==> src/rtl/sata_cdb_pkg.sv <==
`timescale 1ns / 1ps
// Shared types and constants for the SATA command descriptor builder.
// Depends on nothing; imported by the top level.
package sata_cdb_pkg;

    // Field widths of one request.
    localparam int CMD_W  = 8;
    localparam int SIZE_W = 28;
    localparam int LBA_W  = 48;
    localparam int BUF_W  = 64;
    localparam int BUSY_W = 32;

    // Field widths of one result.
    localparam int KIND_W  = 2;
    localparam int SLOT_W  = 5;
    localparam int DCNT_W  = 6;
    localparam int COUNT_W = 16;
    localparam int DEV_W   = 8;
    localparam int ELEN_W  = 22;

    // Packed stream widths, padded to whole bytes.
    localparam int IN_DATA_W  = 184;
    localparam int OUT_DATA_W = 184;

    localparam int MAX_ENTRIES = 63;
    localparam int SLOT_COUNT  = 32;

    localparam logic [KIND_W-1:0] KIND_HEADER  = 2'd0;
    localparam logic [KIND_W-1:0] KIND_ENTRY   = 2'd1;
    localparam logic [KIND_W-1:0] KIND_NO_SLOT = 2'd2;

    // Register index, taken from paddr[2].
    localparam logic REG_LONG_MODE = 1'b0;

    localparam logic [DEV_W-1:0] DEV_LBA_MODE = 8'h40;

    typedef struct packed {
        logic [KIND_W-1:0]  kind;
        logic [SLOT_W-1:0]  slot;
        logic               last;
        logic [DCNT_W-1:0]  dcount;
        logic               write_flag;
        logic [CMD_W-1:0]   fis_command;
        logic [COUNT_W-1:0] fis_count;
        logic [LBA_W-1:0]   fis_address;
        logic [DEV_W-1:0]   fis_device;
        logic [BUF_W-1:0]   entry_address;
        logic [ELEN_W-1:0]  entry_len_m1;
    } result_t;

endpackage

==> src/rtl/sata_command_descriptor_builder_top.sv <==
`timescale 1ns / 1ps
// Top level of the SATA command descriptor builder: slot pick, block and
// chunk count division, header and scatter entry generation. Uses sata_cdb_pkg.
//
// Usage: a request enters on the s_ stream (command, direction, byte size,
// start LBA, buffer base, busy slot mask). The block picks the lowest free
// slot below SLOT_COUNT. With no free slot it returns one result of kind
// "no slot" with tlast set. Otherwise it returns a header result and then one
// scatter entry per chunk of at most CHUNK_BYTES bytes, at most 63 entries,
// tlast on the final one. tuser carries the result kind.
// Sequence: after acceptance one shared multiplier divides by the block size and
// then by the chunk size through reciprocal constants, in states ST_DIV_BLK and
// ST_DIV_CHK, before the header enters the output register; entries then follow
// one per cycle while m_tready does not stall the output.
// s_tready is high only while no request is in work; the next request can be
// accepted while the final result still sits in the output register.
// A stall on m_tready holds the result in the output register and pauses
// the sequencer. Reset empties the output register, returns the sequencer to
// idle and sets long_address_mode to 1. The mode register is written over the
// APB port at address 0 and must only change while the block is idle.
module sata_command_descriptor_builder_top
    import sata_cdb_pkg::*;
#(
    parameter int CHUNK_BYTES = 4194304,
    parameter int BLOCK_BYTES = 512
)(
    input  logic                  clk,
    input  logic                  rst_n,
    input  logic                  s_tvalid,
    output logic                  s_tready,
    // ata_command[7:0], is_write[8], byte_size[36:9], block_address[84:37],
    // buffer_address[148:85], busy_slots[180:149], zero[183:181]
    input  logic [IN_DATA_W-1:0]  s_tdata,
    output logic                  m_tvalid,
    input  logic                  m_tready,
    // slot[4:0], descriptor_count[10:5], write_flag[11], fis_command[19:12],
    // fis_count[35:20], fis_address[83:36], fis_device[91:84],
    // entry_address[155:92], entry_length_minus_one[177:156], zero[183:178]
    output logic [OUT_DATA_W-1:0] m_tdata,
    output logic                  m_tlast,
    // kind[1:0]
    output logic [KIND_W-1:0]     m_tuser,
    input  logic                  psel,
    input  logic                  penable,
    input  logic                  pwrite,
    input  logic [2:0]            paddr,
    input  logic [31:0]           pwdata,
    output logic [31:0]           prdata,
    output logic                  pready
);

    localparam int DIVD_W = SIZE_W + 1;
    localparam int RCP_W  = DIVD_W + 1;
    localparam int PROD_W = DIVD_W + RCP_W;
    localparam int BLK_SH = DIVD_W + $clog2(BLOCK_BYTES);
    localparam int CHK_SH = DIVD_W + $clog2(CHUNK_BYTES);
    // Rounded-up reciprocals; exact for every dividend below 2^DIVD_W.
    localparam longint unsigned BLK_RCP =
        ((64'd1 << BLK_SH) + 64'(BLOCK_BYTES) - 64'd1) / 64'(BLOCK_BYTES);
    localparam longint unsigned CHK_RCP =
        ((64'd1 << CHK_SH) + 64'(CHUNK_BYTES) - 64'd1) / 64'(CHUNK_BYTES);

    typedef enum logic [2:0] {
        ST_IDLE,
        ST_DIV_BLK,
        ST_DIV_CHK,
        ST_HDR,
        ST_ENT,
        ST_NO_SLOT
    } state_t;

    state_t              state_reg;
    logic                mode_reg;
    logic                m_valid_reg;
    result_t             out_reg;

    logic [CMD_W-1:0]    cmd_reg;
    logic                wr_reg;
    logic [SIZE_W-1:0]   size_reg;
    logic [LBA_W-1:0]    lba_reg;
    logic [BUF_W-1:0]    buf_reg;
    logic [SLOT_W-1:0]   slot_reg;

    logic [DIVD_W-1:0]   q_reg;
    logic [COUNT_W-1:0]  blocks_reg;
    logic [DCNT_W-1:0]   chunks_reg;

    logic [SIZE_W-1:0]   bytes_rem_reg;
    logic [BUF_W-1:0]    addr_reg;
    logic [DCNT_W-1:0]   ent_cnt_reg;

    // Request unpacking.
    logic [CMD_W-1:0]    in_cmd;
    logic                in_wr;
    logic [SIZE_W-1:0]   in_size;
    logic [LBA_W-1:0]    in_lba;
    logic [BUF_W-1:0]    in_buf;
    logic [BUSY_W-1:0]   in_busy;

    assign in_cmd  = s_tdata[7:0];
    assign in_wr   = s_tdata[8];
    assign in_size = s_tdata[36:9];
    assign in_lba  = s_tdata[84:37];
    assign in_buf  = s_tdata[148:85];
    assign in_busy = s_tdata[180:149];

    // Lowest free slot below SLOT_COUNT.
    logic                slot_found;
    logic [SLOT_W-1:0]   slot_pick;

    always_comb
    begin
        slot_found = 1'b0;
        slot_pick  = '0;
        for (int i = BUSY_W - 1; i >= 0; i--)
        begin
            if (!in_busy[i] && (i < SLOT_COUNT))
            begin
                slot_found = 1'b1;
                slot_pick  = SLOT_W'(i);
            end
        end
    end

    // Shared multiplier: block count first, then chunk count.
    logic [RCP_W-1:0]    mul_b;
    logic [PROD_W-1:0]   product;
    logic [DIVD_W-1:0]   quotient;
    logic [DIVD_W-1:0]   blk_dividend;
    logic [DIVD_W-1:0]   chk_dividend;
    logic [DCNT_W-1:0]   chunks_next;

    assign mul_b        = (state_reg == ST_DIV_CHK) ? RCP_W'(CHK_RCP) : RCP_W'(BLK_RCP);
    assign product      = PROD_W'(q_reg) * PROD_W'(mul_b);
    assign quotient     = (state_reg == ST_DIV_CHK) ? DIVD_W'(product >> CHK_SH)
                                                    : DIVD_W'(product >> BLK_SH);
    assign blk_dividend = {1'b0, in_size} + DIVD_W'(BLOCK_BYTES - 1);
    assign chk_dividend = {1'b0, size_reg} + DIVD_W'(CHUNK_BYTES - 1);
    assign chunks_next  = (quotient > DIVD_W'(MAX_ENTRIES)) ? DCNT_W'(MAX_ENTRIES)
                                                             : quotient[DCNT_W-1:0];

    // Chunk length compare for the scatter walk.
    logic [SIZE_W:0]     sub_full;
    logic                borrow;

    assign sub_full = {1'b0, bytes_rem_reg} - {1'b0, SIZE_W'(CHUNK_BYTES)};
    assign borrow   = sub_full[SIZE_W];

    // Scatter entry arithmetic.
    logic                ent_fits;
    logic [SIZE_W-1:0]   ent_len;
    logic [SIZE_W-1:0]   ent_len_m1;
    logic [SIZE_W-1:0]   bytes_rem_next;
    logic [BUF_W-1:0]    addr_next;
    logic                ent_last;

    assign ent_fits       = borrow || (sub_full[SIZE_W-1:0] == '0);
    assign ent_len        = ent_fits ? bytes_rem_reg : SIZE_W'(CHUNK_BYTES);
    assign ent_len_m1     = ent_len - SIZE_W'(1);
    assign bytes_rem_next = ent_fits ? '0 : sub_full[SIZE_W-1:0];
    assign addr_next      = addr_reg + BUF_W'(ent_len);
    assign ent_last       = ((ent_cnt_reg + DCNT_W'(1)) == chunks_reg);

    // Header fields in the selected address layout, plus the entry and no-slot results.
    result_t             hdr;
    result_t             ent;
    result_t             err;

    always_comb
    begin
        hdr             = '0;
        hdr.kind        = KIND_HEADER;
        hdr.slot        = slot_reg;
        hdr.last        = (chunks_reg == '0);
        hdr.dcount      = chunks_reg;
        hdr.write_flag  = wr_reg;
        hdr.fis_command = cmd_reg;
        if (mode_reg)
        begin
            hdr.fis_count   = blocks_reg;
            hdr.fis_address = lba_reg;
            hdr.fis_device  = DEV_LBA_MODE;
        end
        else
        begin
            hdr.fis_count   = {8'd0, blocks_reg[7:0]};
            hdr.fis_address = {24'd0, lba_reg[23:0]};
            hdr.fis_device  = DEV_LBA_MODE | {4'd0, lba_reg[27:24]};
        end

        ent               = '0;
        ent.kind          = KIND_ENTRY;
        ent.slot          = slot_reg;
        ent.last          = ent_last;
        ent.entry_address = addr_reg;
        ent.entry_len_m1  = ent_len_m1[ELEN_W-1:0];

        err      = '0;
        err.kind = KIND_NO_SLOT;
        err.last = 1'b1;
    end

    logic out_free;
    logic emit;
    logic cfg_write;

    assign out_free  = !m_valid_reg || m_tready;
    assign emit      = out_free && ((state_reg == ST_HDR) || (state_reg == ST_ENT) ||
                                    (state_reg == ST_NO_SLOT));
    assign cfg_write = psel && penable && pwrite && pready;

    always_ff @(posedge clk or negedge rst_n)
    begin
        if (!rst_n)
        begin
            state_reg     <= ST_IDLE;
            mode_reg      <= 1'b1;
            m_valid_reg   <= 1'b0;
            bytes_rem_reg <= '0;
            addr_reg      <= '0;
            ent_cnt_reg   <= '0;
        end
        else
        begin
            if (cfg_write && (paddr[2] == REG_LONG_MODE))
            begin
                mode_reg <= pwdata[0];
            end

            // The output register refills in the cycle it drains when a result is ready.
            m_valid_reg <= emit || (m_valid_reg && !m_tready);

            case (state_reg)
                ST_IDLE:
                begin
                    if (s_tvalid)
                    begin
                        cmd_reg  <= in_cmd;
                        wr_reg   <= in_wr;
                        size_reg <= in_size;
                        lba_reg  <= in_lba;
                        buf_reg  <= in_buf;
                        slot_reg <= slot_pick;
                        q_reg    <= blk_dividend;
                        state_reg <= slot_found ? ST_DIV_BLK : ST_NO_SLOT;
                    end
                end
                ST_DIV_BLK:
                begin
                    blocks_reg <= quotient[COUNT_W-1:0];
                    q_reg      <= chk_dividend;
                    state_reg  <= ST_DIV_CHK;
                end
                ST_DIV_CHK:
                begin
                    chunks_reg    <= chunks_next;
                    bytes_rem_reg <= size_reg;
                    addr_reg      <= buf_reg;
                    ent_cnt_reg   <= '0;
                    state_reg     <= ST_HDR;
                end
                ST_HDR:
                begin
                    if (out_free)
                    begin
                        out_reg   <= hdr;
                        state_reg <= (chunks_reg == '0) ? ST_IDLE : ST_ENT;
                    end
                end
                ST_ENT:
                begin
                    if (out_free)
                    begin
                        out_reg       <= ent;
                        bytes_rem_reg <= bytes_rem_next;
                        addr_reg      <= addr_next;
                        ent_cnt_reg   <= ent_cnt_reg + DCNT_W'(1);
                        if (ent_last)
                        begin
                            state_reg <= ST_IDLE;
                        end
                    end
                end
                ST_NO_SLOT:
                begin
                    if (out_free)
                    begin
                        out_reg   <= err;
                        state_reg <= ST_IDLE;
                    end
                end
                default:
                begin
                    state_reg <= ST_IDLE;
                end
            endcase
        end
    end

    assign s_tready = (state_reg == ST_IDLE);
    assign m_tvalid = m_valid_reg;
    assign m_tlast  = out_reg.last;
    assign m_tuser  = out_reg.kind;
    assign m_tdata  = {6'd0,
                       out_reg.entry_len_m1,
                       out_reg.entry_address,
                       out_reg.fis_device,
                       out_reg.fis_address,
                       out_reg.fis_count,
                       out_reg.fis_command,
                       out_reg.write_flag,
                       out_reg.dcount,
                       out_reg.slot};

    assign pready = 1'b1;
    assign prdata = (paddr[2] == REG_LONG_MODE) ? {31'd0, mode_reg} : 32'd0;

    // The entry count never passes the bound.
    assert property (@(posedge clk) disable iff (!rst_n)
        ent_cnt_reg <= DCNT_W'(MAX_ENTRIES))
        else $error("entry counter beyond bound");

    // Every entry still in work describes at least one byte.
    assert property (@(posedge clk) disable iff (!rst_n)
        (state_reg == ST_ENT) |-> (bytes_rem_reg != '0))
        else $error("scatter walk ran out of bytes");

    // A no-slot answer is always the final result of its request.
    assert property (@(posedge clk) disable iff (!rst_n)
        (m_valid_reg && (out_reg.kind == KIND_NO_SLOT)) |-> out_reg.last)
        else $error("no-slot result without last");

    // A header closes the request exactly when it announces no entries.
    assert property (@(posedge clk) disable iff (!rst_n)
        (m_valid_reg && (out_reg.kind == KIND_HEADER)) |->
            (out_reg.last == (out_reg.dcount == '0)))
        else $error("header last flag disagrees with entry count");

    // No entry is longer than one chunk.
    assert property (@(posedge clk) disable iff (!rst_n)
        (m_valid_reg && (out_reg.kind == KIND_ENTRY)) |->
            (out_reg.entry_len_m1 <= ELEN_W'(CHUNK_BYTES - 1)))
        else $error("entry longer than a chunk");

endmodule
==> config.mk <==
export PLATFORM = sky130hd
export DESIGN_NAME = sata_command_descriptor_builder_top
export DESIGN_NICKNAME = d
export VERILOG_FILES = /design/src/rtl/sata_cdb_pkg.sv /design/src/rtl/sata_command_descriptor_builder_top.sv
export SDC_FILE = /design/constraint.sdc
export NUM_CORES = 1
export LEC_CHECK = 0
export BUFFER_PORTS_ARGS = -buffer_cell sky130_fd_sc_hd__buf_2
export CAP_MARGIN = 20
export CORE_MARGIN = 4
export CORE_UTILIZATION = 55
export DETAILED_ROUTE_END_ITERATION = 10
export PLACE_DENSITY = 0.84
export SYNTH_ARGS = -nofsm -noshare
export SYNTH_HDL_FRONTEND = slang
export SYNTH_SLANG_ARGS = --single-unit
==> constraint.sdc <==
create_clock -name clk -period 13.65 [get_ports clk]
set_clock_uncertainty 0.05 [all_clocks]
set_input_delay 0.6825 -clock clk [delete_from_list [all_inputs] [get_ports clk]]
set_output_delay 0.6825 -clock clk [all_outputs]
set_load 0.01 [all_outputs]
; ---- After elaboration in Yosys (flattened, before gate mapping)
; Cells that the tools add are included.
[totals]
in_bits = 226
out_inout_bits = 222
word_cells = 166
reg_bits = 489
[classes]
muxes = 88
eq_ne = 11
add_sub_neg = 6
bitwise_logic = 1
reduce_logical = 29
order_cmp = 1
[ops]
columns = op, count
row1 = $mux 181, 3
row2 = $pmux 181 s3, 1
row3 = $pmux 64 s2, 1
row4 = $mux 28, 3
row5 = $mux 5, 16
row6 = $mux 72, 1
row7 = $add 64x28->64, 1
row8 = $mux 64, 1
row9 = $pmux 29 s2, 1
row10 = $pmux 28 s2, 1
row11 = $mux 1, 34
row12 = $mux 3, 11
row13 = $mux 4, 8
row14 = $add 28x22->29 const B, 1
row15 = $add 28x9->29 const B, 1
row16 = $mux 29, 1
row17 = $sub 28x23->29 const B, 1
row18 = $logic_not 28->1, 1
row19 = $sub 22x1->22 const B, 1
row20 = $gt 20x6->1 const B, 1
row21 = $mux 20, 1
row22 = $pmux 3 s6, 1
row23 = $reduce_and 16->1, 1
row24 = $pmux 6 s2, 1
row25 = 21 further kinds, 43

; ---- Logic depth before layout (Yosys ltp)
; Gate-level depths: netlist of the first run.
[depth]
word_depth = 35
ltp_mapped = 23
depth_no_buf = 19

; ---- Worst setup path after synthesis of the first run
; No wires, ideal clock.
[synth_path]
path_kind = reg-to-reg
from = reg state_reg[1]
to = reg out_reg, in the netlist m_tdata[0], enable pin
setup_ns = 0.775
arrival_ns = 9.609
required_time_ns = 12.825
slack_ns = 3.216
period_less_slack_ns = 10.434
path_stages_with_launch = 7
n_path_buf = 3
path_cell_list = dfrtp_1 -> clkbuf_1 -> nor2b_1 -> inv_1 -> clkbuf_1 -> clkbuf_1 -> a21oi_1
[synth_between]
elab_chain_len = 3
word_cells_on_any_way = 8
classes_between = 6 x eq/ne / 2 x reduce/logical
[synth_rtl]
columns = item, line
row1 = start: declaration, sata_command_descriptor_builder_top.sv:72  ; state_t state_reg;
row2 = start signal: assignment, sata_command_descriptor_builder_top.sv:245  ; state_reg <= slot_found ? ST_DIV_BLK : ST_NO_SLOT;
row3 = start signal: assignment, sata_command_descriptor_builder_top.sv:267  ; state_reg <= (chunks_reg == '0) ? ST_IDLE : ST_ENT;
row4 = $eq 3x3->1 / $eq 3x2->1 (equally long branches), sata_command_descriptor_builder_top.sv:233  ; case (state_reg)
row5 = $ne 2x2->1 (no line) / $reduce_bool 3->1 (equally long branches), n/a
row6 = $reduce_and 5->1 (no line) *, n/a
row7 = end signal: assignment, sata_command_descriptor_builder_top.sv:266  ; out_reg <= hdr;
row8 = end signal: assignment, sata_command_descriptor_builder_top.sv:274  ; out_reg <= ent;
row9 = end signal: assignment, sata_command_descriptor_builder_top.sv:288  ; out_reg <= err;
row10 = end: declaration, sata_command_descriptor_builder_top.sv:75  ; result_t out_reg;
; Every way passes the cells marked *; elsewhere a longest branch is shown, timed or not.
; A chain may end at the register's enable or synchronous reset.

; ---- Worst setup path in the final report of the first run
[layout_path]
from = reg bytes_rem_reg[4]
to = reg addr_reg[53]
[layout_between]
elab_chain_len = 7
[layout_rtl]
columns = item, line
row1 = start: declaration, sata_command_descriptor_builder_top.sv:88  ; logic [SIZE_W-1:0] bytes_rem_reg;
row2 = start signal: assignment, sata_command_descriptor_builder_top.sv:257  ; bytes_rem_reg <= size_reg;
row3 = start signal: assignment, sata_command_descriptor_builder_top.sv:275  ; bytes_rem_reg <= bytes_rem_next;
row4 = $sub 28x23->29, sata_command_descriptor_builder_top.sv:146  ; assign sub_full = {1'b0, bytes_rem_reg} - {1'b0, SIZE_W'(CHUNK_BYTES)};
row5 = $logic_not 28->1, sata_command_descriptor_builder_top.sv:157  ; assign ent_fits = borrow || (sub_full[SIZE_W-1:0] == '0);
row6 = $logic_or 1x1->1, sata_command_descriptor_builder_top.sv:157
row7 = $mux 28 *, sata_command_descriptor_builder_top.sv:158  ; assign ent_len = ent_fits ? bytes_rem_reg : SIZE_W'(CHUNK_BYTES);
row8 = $add 64x28->64 *, sata_command_descriptor_builder_top.sv:161  ; assign addr_next = addr_reg + BUF_W'(ent_len);
row9 = $mux 64 *, sata_command_descriptor_builder_top.sv:272  ; if (out_free)
row10 = $pmux 64 s2 *, sata_command_descriptor_builder_top.sv:233
row11 = end signal: assignment, sata_command_descriptor_builder_top.sv:258  ; addr_reg <= buf_reg;
row12 = end signal: assignment, sata_command_descriptor_builder_top.sv:276  ; addr_reg <= addr_next;
row13 = end: declaration, sata_command_descriptor_builder_top.sv:89  ; logic [BUF_W-1:0] addr_reg;
; Every way passes the cells marked *; elsewhere a longest branch is shown, timed or not. The select of a mux whose other input is x is not followed.

==> results of run 1 <==
## Yosys cell counts (all sizes together), types with 12 or more instances
master	n
nor2	111
buf	58
ha	32
nand4	22
and2	100
or3	22
a21o	15
nand2	154
a31oi	21
nor3	50
a211oi	20
dfrtp	102
edfxtp	374
and4	12
xnor2	46
xor2	31
a22o	24
clkbuf	83
a21oi	106
and3	111
inv	35
o21ai	77
nand3	51
nor4	17
## power groups by stage
stage | Clock (mW) | Combinational [mW] | Sequential, mW
2_1_floorplan | 0 | 0.947 | 2.25
3_3_place_gp | 0 | 1.33 | 2.24
3_5_place_dp | 0 | 1.38 | 2.26
4_1_cts | 1.34 | 1.39 | 2.23
5_1_grt | 1.41 | 1.56 | 2.27
6_report | 1.32 | 1.41 | 2.24
## how the worst min path moves through the flow
stage                         endpoint  slack [ns]
after floorplan            addr_reg[0]        0.34
after global placement    addr_reg[42]        0.41
after detailed placement  addr_reg[39]        0.43
after CTS                  buf_reg[33]        0.19
after global routing       buf_reg[33]        0.19
final                      buf_reg[16]        0.21
## stage by stage
stage / utilization (%) / worst slack, ns / cell area [um2] / hold slack (ns) / instances
floorplan: - / 3.22 / 22100 / 0.337 / 1869
global route: 66.0 / 7.59 / 25700 / 0.191 / 2729
CTS: 65.8 / 8.01 / 25700 / 0.185 / 2723
global placement: 61.7 / 8.16 / 24100 / 0.415 / 2635
detailed placement: 61.7 / 8.02 / 24100 / 0.428 / 2635
finish: 66.0 / 7.96 / 25700 / 0.210 / 2732
## metal layers
| metal | track usage [%] | wire [um] | vias up |
|---|---|---|---|
| li1 | - | - | 7403 |
| met4 | 8.56 | 1630 | 8 |
| met2 | 43.3 | 28300 | 763 |
| met3 | 5.38 | 4560 | 122 |
| met1 | 33.4 | 22400 | 7788 |
| met5 | 0 | 55 | - |
## critical path: stages (launching register included)
cell      delay, ns
dfrtp_1        0.47
or4_4          0.60
nor4_2         0.25
and4b_1        0.33
o2111a_1       0.27
or2_1          0.28
buf_4          0.38
and2_1         0.23
ha_1           0.28
nand4_1        0.16
a211oi_1       0.25
a21oi_1        0.20
o31a_1         0.36
o41ai_2        0.28
buf_4          0.25
nor4b_2        0.56
mux2i_1        0.26
nand3_1        0.10
## kinds of logic after synthesis
kind of cell	Yosys count	synth area share [%]
compound gates	361	10.8
xor+xnor	77	3.08
fa+ha+maj	33	1.92
buf+inv	176	3.82
flops	477	63.0
mux	8	0.382
other cells	2	0.0342
simple gates	694	17.0
## area by class of cell
cell class              count  area (um2)  area share (%)
clock inverters            25         287            1.11
flip-flops and latches    477       13800            53.7
well taps                 518         648            2.52
clock buffers              62        1290            5.03
inverters                  35         131           0.510
repair buffers            393        2070            8.06
diodes                      6        15.0          0.0583
multi-input cells        1216        7480            29.0
==> summary.txt, run 1 <==
Status
  – Status: complete, no violations

Finish
  – Most frequent cells in the layout: 374 x edfxtp_1, 369 x buf_2, 153 x nand2_1
  – Fillers: 2877
  – Area grow syn2layout: 17.4%
  – # nets final: 2431
  – Commonest non-fill, non-tap cell in the layout: edfxtp_1
  – Max reg flops: 175
  – Share of layout cells above drive strength 1: 22.9%

Critical path
  – Crit. End Element: flop
  – Max FO, Critical Path: 35
  – Worst R2R Setup Slack: 7.96 ns
  – Terminus of the critical flop-to-flop path: addr_reg[53]
  – WP data required: 14.07 ns
  – Critical Path Start: bytes_rem_reg[4]
  – Worst setup endpoint: addr_reg[53]
  – CP Launch Type: flop
  – Arr. time, crit path: 6.10 ns
  – Crit path kind: flop to flop
  – Reg2reg path depth: 17
  – Worst R2R Start: bytes_rem_reg[4]

GRT
  – First-pass GRT wire length: 88.6 mm
  – Largest net degree at the start of global routing: 91
  – Global route total overflow: 0
  – Total global-route track usage: 25.6%
  – Vias in the first global route: 15800
  – Initial antenna violation count: 10

Route
  – Drt first pass iters: 5
  – DRT iter0 DRCs: 1404
  – Final ANT Viol Nets: 0
  – Drt total wl: 56.9 mm
  – Vias: 16100
  – Vias per cell: 5.89
  – Drt wl/cell: 20.8 um
  – # DRC: 0

Clock tree
  – H-Tree Depth: 2
  – Num CTS Buffers: 49
  – CTS sink count: 477
  – Clk pin slew, worst setup/hold paths: 0.06 ns
  – Max Root-Sink Buffers: 3
  – CTS hold repair buffers: 1
  – Clk_lat worst skew: 0.59 ns
  – Post-CTS Setup Bufs: 0
  – CTS root buffer: clkbuf_16
  – CTS tree: built
  – Cells resized by post-CTS repair: 0

Yosys
  – Synthesized area per cell: 12.0 um2
  – Ys flop type: edfxtp_1
  – Number of synthesized flops with an enable pin: 374
  – Synthesis warning total: 0
  – Synthesized cell area: 21900 um2
  – Synth Register Bits: 477
  – Cell variety after synth: 90
  – Seq/Total Area, Yosys: 63.0%
  – Syn Inst Count: 1828
  – Synth top area share: 51.2%
  – Top cells by area, synth: edfxtp_1 51%, dfrtp_1 12%, and3_1 3.2%
  – Post-synth top area cell: edfxtp_1
  – Synth async-reset ratio: 21.6%

Min path
  – Hold path depth: 1
  – Worst Hold Launch: s_tdata[101]
  – HP Class: input port to flop

Power and ir drop
  – Internal Dissipation: 3.26 mW
  – Sw Share: 34.5%
  – Power density over cell area: 193 nW/um2
  – Sequential share of power: 45.0%
  – Pleak: 10.4 nW
  – Power share of the combinational group: 28.4%
  – Clk pwr share: 26.7%
  – Net Sw Power: 1.71 mW
  – VDD IR-drop max: 0.000128 V
  – Pwr Total: 4.97 mW

Timing
  – Final Hold Fails: 0
  – RSZ-0062 raised after global routing: false
  – Max-slew violation count: 0
  – Max transition margin: 32.6%
  – Final setup fails: 0
  – Fin crit share: 41.7%
  – Min Tclk post-route: 5.69 ns
  – Worst-Margin Slew: 1.01 ns
  – Setup tns final: 0 ns
  – Max frequency: 176 MHz

Floorplan
  – Core ar.: 39000 um2
  – Die area: 43100 um2
  – Starting density of the core: 56.2%
  – I/O pin count: 448
  – DIE HEIGHT: 208 um
  – Rows: 72
  – Die X: 208 um

Placed design
  – Dpl hpwl: 39.4 mm
  – GP Congestion: 0.973
  – # port buffers: 370

Job
  – Max-cap violations: 0
(Power assumes the default switching activity.)
==> run 2, diff against run 1 <==
- CORE_UTILIZATION: 55 -> 50
- PLACE_DENSITY: 0.84 -> 0.81
- clock period: 13.65 -> 5.18 ns (I/O delays scaled with it)
==> run 2 against run 1 <==
Largest power group unchanged. Non-clock buffer count is 181 higher. Power grew to 2.7 times the previous value. Clock power rose to 2.7 times the previous value. Largest cell class unchanged.
==> summary.txt, run 2 (synthesized netlist as in run 1, its figures left out) <==
Status
  – Status: complete, no violations

Floorplan
  – Die X: 217 um
  – Rows: 76
  – Die area: 47300 um2
  – Core ar.: 43200 um2
  – Starting density of the core: 50.8%
  – I/O pin count: 448
  – DIE HEIGHT: 217 um

Timing
  – RSZ-0062 raised after global routing: false
  – Fin crit share: 94.5%
  – Final setup fails: 0
  – Max transition margin: 48.1%
  – Setup tns final: 0 ns
  – Worst hold slack: 0.0472 ns
  – Max frequency: 204 MHz
  – Final Hold Fails: 0
  – Worst-Margin Slew: 0.779 ns
  – PnR worst setup slack: 0.283 ns
  – Max-slew violation count: 0
  – Min Tclk post-route: 4.90 ns

Route
  – Vias per cell: 5.68
  – Drt total wl: 62.1 mm
  – Final ANT Viol Nets: 0
  – Vias: 16900
  – Drt wl/cell: 20.9 um
  – DRT iter0 DRCs: 1574
  – Drt first pass iters: 6
  – # DRC: 0

Finish
  – Area occupied by multi-input gates: 7520 um2
  – Most frequent cells in the layout: 374 x edfxtp_1, 369 x buf_2, 157 x dlygate4sd3_1
  – Fillers: 3195
  – Register Area: 13800 um2
  – # nets final: 2612
  – Final instance area: 27700 um2
  – Area grow syn2layout: 26.2%
  – Commonest non-fill, non-tap cell in the layout: edfxtp_1
  – Max reg flops: 175
  – Share of layout cells above drive strength 1: 22.6%

Critical path
  – Max FO, Critical Path: 13
  – Cell family with most CP delay: simple AND/OR/NAND/NOR gates
  – Crit-path max cell delay: 0.60 ns
  – Arr. time, crit path: 5.40 ns
  – WP data required: 5.68 ns
  – Crit. End Element: flop
  – CP dominant cell by count: buf_4
  – Crit path kind: flop to flop
  – Buf+Inv Stages, Crit Path: 3
  – CP Launch Type: flop
  – CP cell instances: or4_1, nor4_2, and4b_1, o2111a_1, or2_4, buf_4, and2_1, ha_1, o21ai_0, o21ai_1, a21oi_1, buf_4, o31a_1, o41ai_4, buf_4, nand3_2, or4_1, nand3_1
  – Slowest CP cell: or4_1

Power and ir drop
  – VDD IR-drop max: 0.000285 V
  – Pleak: 11.2 nW
  – Pwr Total: 13.4 mW
  – Power density over cell area: 485 nW/um2

GRT
  – Vias in the first global route: 17400
  – Global route total overflow: 0
  – First-pass GRT wire length: 95.6 mm
  – Initial antenna violation count: 4
  – Total global-route track usage: 25.6%
  – Largest net degree at the start of global routing: 88

Job
  – Max-cap violations: 0

Min path
  – HP Class: input port to flop

Clock tree
  – CTS tree: built
  – Max Root-Sink Buffers: 3
  – CTS sink count: 477
  – Num CTS Buffers: 49
  – Clk pin slew, worst setup/hold paths: 0.07 ns
  – H-Tree Depth: 2
  – Clk_lat worst skew: 0.61 ns
  – CTS root buffer: clkbuf_16

Placed design
  – Dpl hpwl: 40.3 mm
  – # port buffers: 370
  – Placed Area: 24400 um2
  – GP Congestion: 0.928
  – Pre-CTS setup slack: 0.0587 ns
## run 2: path summary, 6_finish.rpt
kind / cells past startpoint / slack [ns] / start / endpoint
max: 18 / 0.28 / bytes_rem_reg[14] / addr_reg[33]
max reg2reg: 18 / 0.28 / bytes_rem_reg[14] / addr_reg[33]
min: 3 / 0.05 / s_tdata[151] / slot_reg[2]
min in group asynchronous: 2 / 0.06 / rst_n / bytes_rem_reg[27]
min reg2reg: 2 / 0.43 / buf_reg[42] / addr_reg[42]
max in group asynchronous: 4 / 3.42 / rst_n / addr_reg[27]
## run 2: routing by layer
metal	wire length, um	GRT usage (%)
met4	2210	10.1
met1	24100	31.7
met3	4500	5.18
met2	31300	44.2
met5	13	0
## run 2: worst register-to-register path, stage by stage (launching register included)
cell	delay, ns
dfrtp_1	0.44
or4_1	0.61
nor4_2	0.23
and4b_1	0.31
o2111a_1	0.24
or2_4	0.16
buf_4	0.17
and2_1	0.19
ha_1	0.24
o21ai_0	0.18
o21ai_1	0.25
a21oi_1	0.11
buf_4	0.17
o31a_1	0.32
o41ai_4	0.27
buf_4	0.22
nand3_2	0.16
or4_1	0.45
nand3_1	0.09
## run 2: final cells by class
class / count / share of cell area [%]
diodes: 4 / 0.0362
well taps: 585 / 2.65
clock buffers: 60 / 4.77
flip-flops and latches: 477 / 49.9
repair buffers: 574 / 13.9
multi-input cells: 1216 / 27.2
clock inverters: 27 / 1.05
inverters: 35 / 0.475
## run 2: metrics by stage
stage          std cells  util (%)
2_1_floorplan       1869         -
3_3_place_gp        2724      56.4
3_5_place_dp        2724      56.4
4_1_cts             2968      63.8
5_1_grt             2975      64.1
6_report            2978      64.1
## run 2: report_power, final
group / leakage, nW / total, mW / internal [mW] / switching (mW)
Sequential: 4.65 / 5.91 / 5.20 / 0.715
Clock: 0.767 / 3.51 / 1.98 / 1.53
Combinational: 5.81 / 4.00 / 1.52 / 2.48
Total: 11.2 / 13.4 / 8.70 / 4.72
## run 2: what timing repair did
item                                    CTS  global route
endpoints found under the setup margin    0            34
setup buffers                             0             4
hold endpoints to repair                205             0
gates resized for setup                   0            12
hold buffers                            157             0
